File: src/design/rc4_pkg.sv
`timescale 1ns / 1ps

package rc4_pkg;

    localparam int TABLE_DEPTH = 256;
    localparam int BYTE_W      = 8;
    localparam logic [BYTE_W-1:0] KEY_RESET = 8'h5A;
    localparam logic [BYTE_W-1:0] CNT_LAST  = 8'hFF;

    typedef struct packed {
        logic [7:0] data_byte;
        logic       last_in_message;
    } t_in_item;

    typedef struct packed {
        logic [7:0] result_byte;
        logic       last_out;
    } t_out_item;

    typedef enum logic [3:0] {
        S_IDLE,
        S_FILL,
        S_KRD_N,
        S_KRD_ACC,
        S_KWR1,
        S_KWR2,
        S_PRD_I,
        S_PRD_J,
        S_PWR1,
        S_PWR2,
        S_PRD_K,
        S_POUT
    } t_state;

    typedef enum logic [3:0] {
        OP_NONE,
        OP_FILL,
        OP_KRD_N,
        OP_KRD_ACC,
        OP_KWR1,
        OP_KWR2,
        OP_PRD_I,
        OP_PRD_J,
        OP_PWR1,
        OP_PWR2,
        OP_PRD_K,
        OP_POUT
    } t_op;

    typedef struct packed {
        logic capture;
        logic sched_start;
        logic sched_done;
        t_op  op;
    } t_cmd;

    typedef struct packed {
        logic cnt_last;
        logic item_last;
        logic out_free;
    } t_sts;

endpackage

File: src/design/rc4_ram.sv
`timescale 1ns / 1ps

module rc4_ram #(
    parameter int WIDTH = 8,
    parameter int DEPTH = 256
) (
    input  logic                     i_clk,
    input  logic                     i_we,
    input  logic [$clog2(DEPTH)-1:0] i_waddr,
    input  logic [WIDTH-1:0]         i_wdata,
    input  logic [$clog2(DEPTH)-1:0] i_raddr,
    output logic [WIDTH-1:0]         o_rdata
);

    logic [WIDTH-1:0] r_mem [DEPTH];
    logic [WIDTH-1:0] r_rdata;

    always_ff @(posedge i_clk) begin
        if (i_we) begin
            r_mem[i_waddr] <= i_wdata;
        end
        r_rdata <= r_mem[i_raddr];
    end

    assign o_rdata = r_rdata;

endmodule

File: src/design/rc4_ctrl.sv
`timescale 1ns / 1ps

module rc4_ctrl import rc4_pkg::*; (
    input  logic i_clk,
    input  logic i_rst_n,
    input  logic i_in_valid,
    input  t_sts i_sts,
    output t_cmd o_cmd,
    output logic o_in_stall
);

    t_state r_state, n_state;
    logic   r_need, n_need;

    always_ff @(posedge i_clk) begin
        if (!i_rst_n) begin
            r_state <= S_IDLE;
            r_need  <= 1'b1;
        end else begin
            r_state <= n_state;
            r_need  <= n_need;
        end
    end

    // next state
    always_comb begin
        n_state = r_state;
        n_need  = r_need;
        case (r_state)
            S_IDLE: begin
                if (i_in_valid) begin
                    n_state = r_need ? S_FILL : S_PRD_I;
                end
            end
            S_FILL: begin
                if (i_sts.cnt_last) begin
                    n_state = S_KRD_N;
                end
            end
            S_KRD_N:   n_state = S_KRD_ACC;
            S_KRD_ACC: n_state = S_KWR1;
            S_KWR1:    n_state = S_KWR2;
            S_KWR2: begin
                if (i_sts.cnt_last) begin
                    n_state = S_PRD_I;
                    n_need  = 1'b0;
                end else begin
                    n_state = S_KRD_N;
                end
            end
            S_PRD_I: n_state = S_PRD_J;
            S_PRD_J: n_state = S_PWR1;
            S_PWR1:  n_state = S_PWR2;
            S_PWR2:  n_state = S_PRD_K;
            S_PRD_K: n_state = S_POUT;
            S_POUT: begin
                if (i_sts.out_free) begin
                    n_state = S_IDLE;
                    if (i_sts.item_last) begin
                        n_need = 1'b1;
                    end
                end
            end
            default: n_state = S_IDLE;
        endcase
    end

    // outputs
    always_comb begin
        o_cmd       = '0;
        o_cmd.op    = OP_NONE;
        o_in_stall  = 1'b1;
        case (r_state)
            S_IDLE: begin
                o_in_stall        = 1'b0;
                o_cmd.capture     = i_in_valid;
                o_cmd.sched_start = i_in_valid && r_need;
            end
            S_FILL:    o_cmd.op = OP_FILL;
            S_KRD_N:   o_cmd.op = OP_KRD_N;
            S_KRD_ACC: o_cmd.op = OP_KRD_ACC;
            S_KWR1:    o_cmd.op = OP_KWR1;
            S_KWR2: begin
                o_cmd.op         = OP_KWR2;
                o_cmd.sched_done = i_sts.cnt_last;
            end
            S_PRD_I: o_cmd.op = OP_PRD_I;
            S_PRD_J: o_cmd.op = OP_PRD_J;
            S_PWR1:  o_cmd.op = OP_PWR1;
            S_PWR2:  o_cmd.op = OP_PWR2;
            S_PRD_K: o_cmd.op = OP_PRD_K;
            S_POUT:  o_cmd.op = OP_POUT;
            default: o_cmd.op = OP_NONE;
        endcase
    end

endmodule

File: src/design/rc4_dpath.sv
`timescale 1ns / 1ps

module rc4_dpath import rc4_pkg::*; (
    input  logic        i_clk,
    input  logic        i_rst_n,
    input  t_cmd        i_cmd,
    output t_sts        o_sts,
    input  t_in_item    i_in_item,
    input  logic        i_cfg_we,
    input  logic [7:0]  i_cfg_wdata,
    input  logic        i_out_stall,
    output logic        o_out_valid,
    output t_out_item   o_out_item
);

    logic [7:0] r_key;
    logic [7:0] r_cnt, n_cnt;
    logic [7:0] r_acc, n_acc;
    logic [7:0] r_i, n_i;
    logic [7:0] r_j, n_j;
    logic [7:0] r_a, n_a;
    logic [7:0] r_b, n_b;
    t_in_item   r_item;
    t_out_item  r_out;
    logic       r_out_valid;

    logic       ram_we;
    logic [7:0] ram_waddr;
    logic [7:0] ram_wdata;
    logic [7:0] ram_raddr;
    logic [7:0] ram_rdata;
    logic       out_free;

    assign out_free = !r_out_valid || !i_out_stall;

    rc4_ram #(
        .WIDTH(BYTE_W),
        .DEPTH(TABLE_DEPTH)
    ) u_perm (
        .i_clk   (i_clk),
        .i_we    (ram_we),
        .i_waddr (ram_waddr),
        .i_wdata (ram_wdata),
        .i_raddr (ram_raddr),
        .o_rdata (ram_rdata)
    );

    always_comb begin
        n_cnt     = r_cnt;
        n_acc     = r_acc;
        n_i       = r_i;
        n_j       = r_j;
        n_a       = r_a;
        n_b       = r_b;
        ram_we    = 1'b0;
        ram_waddr = '0;
        ram_wdata = '0;
        ram_raddr = '0;
        case (i_cmd.op)
            OP_FILL: begin
                ram_we    = 1'b1;
                ram_waddr = r_cnt;
                ram_wdata = r_cnt;
                n_cnt     = 8'(r_cnt + 8'd1);
            end
            OP_KRD_N: ram_raddr = r_cnt;
            OP_KRD_ACC: begin
                n_acc     = 8'(r_acc + ram_rdata + r_key);
                n_a       = ram_rdata;
                ram_raddr = n_acc;
            end
            OP_KWR1: begin
                ram_we    = 1'b1;
                ram_waddr = r_cnt;
                ram_wdata = ram_rdata;
            end
            OP_KWR2: begin
                ram_we    = 1'b1;
                ram_waddr = r_acc;
                ram_wdata = r_a;
                n_cnt     = 8'(r_cnt + 8'd1);
            end
            OP_PRD_I: begin
                n_i       = 8'(r_i + 8'd1);
                ram_raddr = n_i;
            end
            OP_PRD_J: begin
                n_j       = 8'(r_j + ram_rdata);
                n_a       = ram_rdata;
                ram_raddr = n_j;
            end
            OP_PWR1: begin
                ram_we    = 1'b1;
                ram_waddr = r_i;
                ram_wdata = ram_rdata;
                n_b       = ram_rdata;
            end
            OP_PWR2: begin
                ram_we    = 1'b1;
                ram_waddr = r_j;
                ram_wdata = r_a;
            end
            OP_PRD_K: ram_raddr = 8'(r_a + r_b);
            OP_POUT:  ram_raddr = 8'(r_a + r_b);
            default: ;
        endcase
        if (i_cmd.sched_start) begin
            n_cnt = '0;
            n_acc = '0;
        end
        if (i_cmd.sched_done) begin
            n_i = '0;
            n_j = '0;
        end
    end

    always_ff @(posedge i_clk) begin
        if (!i_rst_n) begin
            r_key       <= KEY_RESET;
            r_i         <= '0;
            r_j         <= '0;
            r_out_valid <= 1'b0;
        end else begin
            if (i_cfg_we) begin
                r_key <= i_cfg_wdata;
            end
            r_i <= n_i;
            r_j <= n_j;
            if (i_cmd.op == OP_POUT && out_free) begin
                r_out_valid <= 1'b1;
            end else if (!i_out_stall) begin
                r_out_valid <= 1'b0;
            end
        end
    end

    always_ff @(posedge i_clk) begin
        r_cnt <= n_cnt;
        r_acc <= n_acc;
        r_a   <= n_a;
        r_b   <= n_b;
        if (i_cmd.capture) begin
            r_item <= i_in_item;
        end
        if (i_cmd.op == OP_POUT && out_free) begin
            r_out.result_byte <= r_item.data_byte ^ ram_rdata;
            r_out.last_out    <= r_item.last_in_message;
        end
    end

    assign o_sts.cnt_last  = (r_cnt == CNT_LAST);
    assign o_sts.item_last = r_item.last_in_message;
    assign o_sts.out_free  = out_free;
    assign o_out_valid     = r_out_valid;
    assign o_out_item      = r_out;

endmodule

File: src/design/rc4_stream_cipher.sv
`timescale 1ns / 1ps
// RC4 stream cipher, one-byte key. Encrypt and decrypt are the same operation.
// Input channel: i_in_valid / o_in_stall carry one message byte plus a flag
// that marks the last byte of the message. Output channel: o_out_valid /
// i_out_stall carry the XORed byte and a copy of that flag, one per input.
// Key: i_cfg_we writes i_cfg_wdata into the key register (reset 0x5A); write
// it only while the block is idle. It is used by the next key schedule.
// Timing: a byte is accepted when the block is idle and steps through PRD_I,
// PRD_J, PWR1, PWR2, PRD_K, POUT; the next is taken only back in idle.
// Every step goes through the single-port-read permutation RAM (one read,
// one write per cycle, registered read).
// The first byte of each message first rebuilds the table: an identity fill
// of all 256 entries, then the key schedule that swaps each entry in turn.
// Reset clears the indices, the output valid and sets the schedule pending;
// the table itself is not cleared. A stalled result stays in the output
// register; the block still takes the next byte and works on it, holding
// it only at the final output step until the register frees.
module rc4_stream_cipher import rc4_pkg::*; (
    input  logic       i_clk,
    input  logic       i_rst_n,
    input  logic       i_in_valid,
    output logic       o_in_stall,
    input  t_in_item   i_in_item,
    output logic       o_out_valid,
    input  logic       i_out_stall,
    output t_out_item  o_out_item,
    input  logic       i_cfg_we,
    input  logic [7:0] i_cfg_wdata
);

    t_cmd cmd;
    t_sts sts;

    rc4_ctrl u_ctrl (
        .i_clk      (i_clk),
        .i_rst_n    (i_rst_n),
        .i_in_valid (i_in_valid),
        .i_sts      (sts),
        .o_cmd      (cmd),
        .o_in_stall (o_in_stall)
    );

    rc4_dpath u_dpath (
        .i_clk       (i_clk),
        .i_rst_n     (i_rst_n),
        .i_cmd       (cmd),
        .o_sts       (sts),
        .i_in_item   (i_in_item),
        .i_cfg_we    (i_cfg_we),
        .i_cfg_wdata (i_cfg_wdata),
        .i_out_stall (i_out_stall),
        .o_out_valid (o_out_valid),
        .o_out_item  (o_out_item)
    );

endmodule

File: config.mk
export PLATFORM = sky130hd
export DESIGN_NAME = rc4_stream_cipher
export DESIGN_NICKNAME = d
export VERILOG_FILES = /design/src/design/rc4_pkg.sv /design/src/design/rc4_ram.sv /design/src/design/rc4_ctrl.sv /design/src/design/rc4_dpath.sv /design/src/design/rc4_stream_cipher.sv
export SDC_FILE = /design/constraint.sdc
export NUM_CORES = 2
export LEC_CHECK = 0
export BUFFER_PORTS_ARGS = -buffer_cell sky130_fd_sc_hd__buf_2
export CAP_MARGIN = 5
export CORE_MARGIN = 5
export CORE_UTILIZATION = 45
export CTS_CLUSTER_DIAMETER = 30
export CTS_CLUSTER_SIZE = 28
export DETAILED_ROUTE_END_ITERATION = 6
export PLACE_DENSITY = 0.7
export SYNTH_ARGS = -nofsm -noshare
export SYNTH_HDL_FRONTEND = slang
export SYNTH_HIERARCHICAL = 1
export SYNTH_SLANG_ARGS = --single-unit
File: constraint.sdc
create_clock -name i_clk -period 10.9 [get_ports i_clk]
set_clock_uncertainty 0.1 [all_clocks]
set_input_delay 1.09 -clock i_clk [delete_from_list [all_inputs] [get_ports i_clk]]
set_output_delay 1.09 -clock i_clk [all_outputs]
set_load 0.01 [all_outputs]
==> qor.yml <==
hold_start: "i_in_item[0]"
fin_area_mm2: 0.0992
synth-simple-area-share_pct: 3.50
wl_um: 212000
areaGrowthSynthToFinish_pct: 17.5
status: "finished, violations left"
synth_edf_count: 2082
synth_xor_area_share_pct: 0.394
ys.flop_type: "edfxtp_1"
async_flop_share_pct: 0
hold_viol: 0
violations: "DRC, capacitance limit"
ys_types: 86
period_share_pct: 68.4
yosys_warnings: 6
clock-sinks: 2136
dieHeight_um: 443
dp.cells: 6569
cts_inserted_buffers: 371
ys_seq_elements: 2136
htree_levels: 5
synth-adder-area-share_pct: 0.563
reg2regPathDepth: 13
maxCapViolations: 1
rows: 159
gr-usage-all-layers_pct: 21.3
drtAntennaViolNets: 0
hpwl_um: 124000
crit_fanout: 86
ys_seq_area_share_pct: 75.4
grt_start_max_net_pins: 199
arrival_ns: 8.10
muxShareOfSynthArea_pct: 14.0
peakVddDrop_mv: 0.191
dieArea_mm2: 0.196
grt_pass1_vias: 44500
cts.reportedPaths.clkPinSlew_ns: 0.05
antenna_found_initial: 5
placed_area_mm2: 0.0869
num_vias: 44700
grt_pass1_wl_um: 311000
crit_path_end_kind: "register"
tritoncts: "yes"
clock_tree.buffer_depth: 4
setup_tns_ns: 0
drt_iter0_drc: 5961
cts_setup_buffers: 0
core_area_mm2: 0.187
hold_buffers: 0
routabilityCongestion: 0.883
drc_errors: 1
drive_gt1_share_pct: 25.6
synth_top_family_by_area: "multiplexers"
drt_pass1_iterations: 7
avgSynthCellArea_um2: 20.0
synthCells: 4228
numPortBuffers: 32
required_ns: 11.54
gr-total-overflow: 0
p_leak_uw: 0.0311
reg2reg_from: "u_ctrl/r_state[0]$_SDFFE_PN0P_"
relSlewSlack_pct: 0.968
cts-root-buf: "clkbuf_16"
synth_fp_nets: 4282
r2r_end: "u_dpath/u_perm/o_rdata[5]$_DFF_P_"
finalCriticalPeriod_ns: 7.46
synth_compound_area_share_pct: 4.14
max_freq_mhz: 134
cp-start-kind: "register"
r2r_slack_ns: 3.44
drv_slew: 0
syn_area_mm2: 0.0844
tightest_slew_ns: 1.47
fillers: 13900
fin_util_pct: 53.0
final_cells: 7235
layout.nets: 4502
setup_viol: 0
powerDensity_mw_per_mm2: 214
boundaryPins: 33
hold_path.class: "in2reg"
post_cts_resized: 0
crit_type: "reg2reg"
min_to: "u_dpath/o_sts[1]$_DFFE_PP_"
whs_path_depth: 1
viasPerCell: 6.18
wl_per_cell_um: 29.3
fp.dieW_um: 443
grt_setup_unrepaired: "false"
worst_skew_pair.late_latency_ns: 0.96
start_util_pct: 45.1
## routing by layer
metal / part of all wire [%] / routed length [µm] / GRT usage [%] / up-vias
met4: 4.8 / 10200 / 9.80 / 4
met5: 0.012 / 25 / 0 / -
met1: 38 / 80100 / 29.1 / 23200
met2: 46 / 98200 / 32.2 / 2834
li1: - / - / - / 18100
met3: 11 / 23500 / 5.80 / 547
## critical path: stages, from the launching register on
cell	delay (ns)
dfxtp_1	0.57
and2_1	0.81
nand3b_2	0.38
nor2_1	0.41
nand2_1	0.13
nand4_1	0.74
buf_12	0.61
buf_4	0.88
mux2i_1	0.29
o221ai_1	0.26
a21oi_1	0.52
o32ai_1	0.16
nor3_1	1.00
nor4_1	0.16
## final cells by class
type,count,area (µm²),share of cell area (%)
inverters,24,150,0.151
clock buffers,404,9490,9.57
multi-input cells,1807,19200,19.4
repair buffers,108,823,0.830
diodes,3,7.51,0.00757
flip-flops and latches,2136,63600,64.1
clock inverters,258,2760,2.78
well taps,2495,3120,3.15
## report_power, final
part           switching [µW]  total (µW)  internal, µW
combinational             531         843           311
sequential               65.1        9090          9030
clock                    4020       11300          7270
## cell families after synthesis
| family | Yosys count |
|---|---|
| buffers and inverters | 285 |
| AOI/OAI and AO/OA | 501 |
| adders and majority gates | 32 |
| and+or+nand+nor | 624 |
| xor gates and xnor gates | 38 |
| DFF | 2136 |
| muxes | 612 |
## cells in the final DEF, fill, tap and decap left out, drive strengths merged, types with 21 or more instances in the layout
cell type / synthesis / layout
clkinv: 1 / 116
clkbuf: 121 / 404
nand3: 46 / 46
nor3: 30 / 30
inv: 23 / 86
a211oi: 24 / 24
ha: 22 / 22
bufinv: 0 / 39
xor2: 21 / 21
nor2: 313 / 313
dfxtp: 54 / 54
a22oi: 142 / 142
a21oi: 126 / 126
o221ai: 47 / 47
mux4: 456 / 456
o22ai: 31 / 31
clkinvlp: 0 / 41
mux2i: 154 / 154
edfxtp: 2082 / 2082
buf: 140 / 108
nor4: 28 / 28
o21ai: 36 / 36
nor2b: 39 / 39
nand2: 78 / 78
## cell usage after synthesis (11+ instances only)
library cell  count  share of area (%)
clkbuf_1        121               0.54
a221oi_1         16               0.17
nor2_1          313                1.4
xnor2_1          17               0.18
nand4_1          14               0.10
o21ai_0          32               0.19
inv_1            22              0.098
nor2b_1          39               0.29
a211oi_1         24               0.21
o22ai_1          31               0.23
edfxtp_1       2082                 74
mux4_2          454                 12
buf_8            13               0.23
nor4_1           25               0.19
buf_4            35               0.31
nand2b_1         15               0.11
dfxtp_1          54                1.3
nor3_1           27               0.16
buf_2            39               0.23
xor2_1           21               0.22
a22oi_1         142                1.3
ha_1             22               0.33
buf_1            23               0.10
nand3_1          46               0.27
mux2i_1         154                1.8
o221ai_1         46               0.48
o211ai_1         11              0.098
nand2_1          78               0.35
a21oi_1         126               0.75
buf_6            22               0.29
## stage by stage
step	total power (µW)	worst slack, ns	hold slack, ns
floorplan	9810	5.60	0.328
global placement	10100	3.78	0.373
detailed placement	10100	3.73	0.346
CTS	21400	3.74	0.194
global route	21800	3.23	0.222
finish	21200	3.44	0.261
## how the worst max path moves through the flow
stage                                   start                                   end  slack [ns]  cells past startpoint
2_1_floorplan  u_ctrl/r_state[0]$_SDFFE_PN0P_  u_dpath/u_perm/r_mem[0][0]$_DFFE_PP_        5.60                      8
3_3_place_gp   u_ctrl/r_state[0]$_SDFFE_PN0P_     u_dpath/u_perm/o_rdata[4]$_DFF_P_        3.78                     13
3_5_place_dp   u_ctrl/r_state[0]$_SDFFE_PN0P_     u_dpath/u_perm/o_rdata[5]$_DFF_P_        3.73                     13
4_1_cts        u_ctrl/r_state[0]$_SDFFE_PN0P_     u_dpath/u_perm/o_rdata[5]$_DFF_P_        3.74                     13
5_1_grt        u_ctrl/r_state[0]$_SDFFE_PN0P_     u_dpath/u_perm/o_rdata[3]$_DFF_P_        3.23                     13
6_report       u_ctrl/r_state[0]$_SDFFE_PN0P_     u_dpath/u_perm/o_rdata[5]$_DFF_P_        3.44                     13
## sequential cells by signal, indices dropped and copies added (netlist names)
register                flops
u_dpath/u_perm/r_mem     2048
u_dpath/o_out_item          9
u_dpath/r_a                 8
u_dpath/r_acc               8
u_dpath/r_b                 8
u_dpath/r_cnt               8
u_dpath/r_i                 8
u_dpath/r_item              8
u_dpath/r_j                 8
u_dpath/r_key               8
u_dpath/u_perm/o_rdata      8
u_ctrl/r_state              4
u_ctrl/r_need               1
u_dpath/o_out_valid         1
u_dpath/o_sts               1
Note: power is estimated with default switching activity, not from simulation.
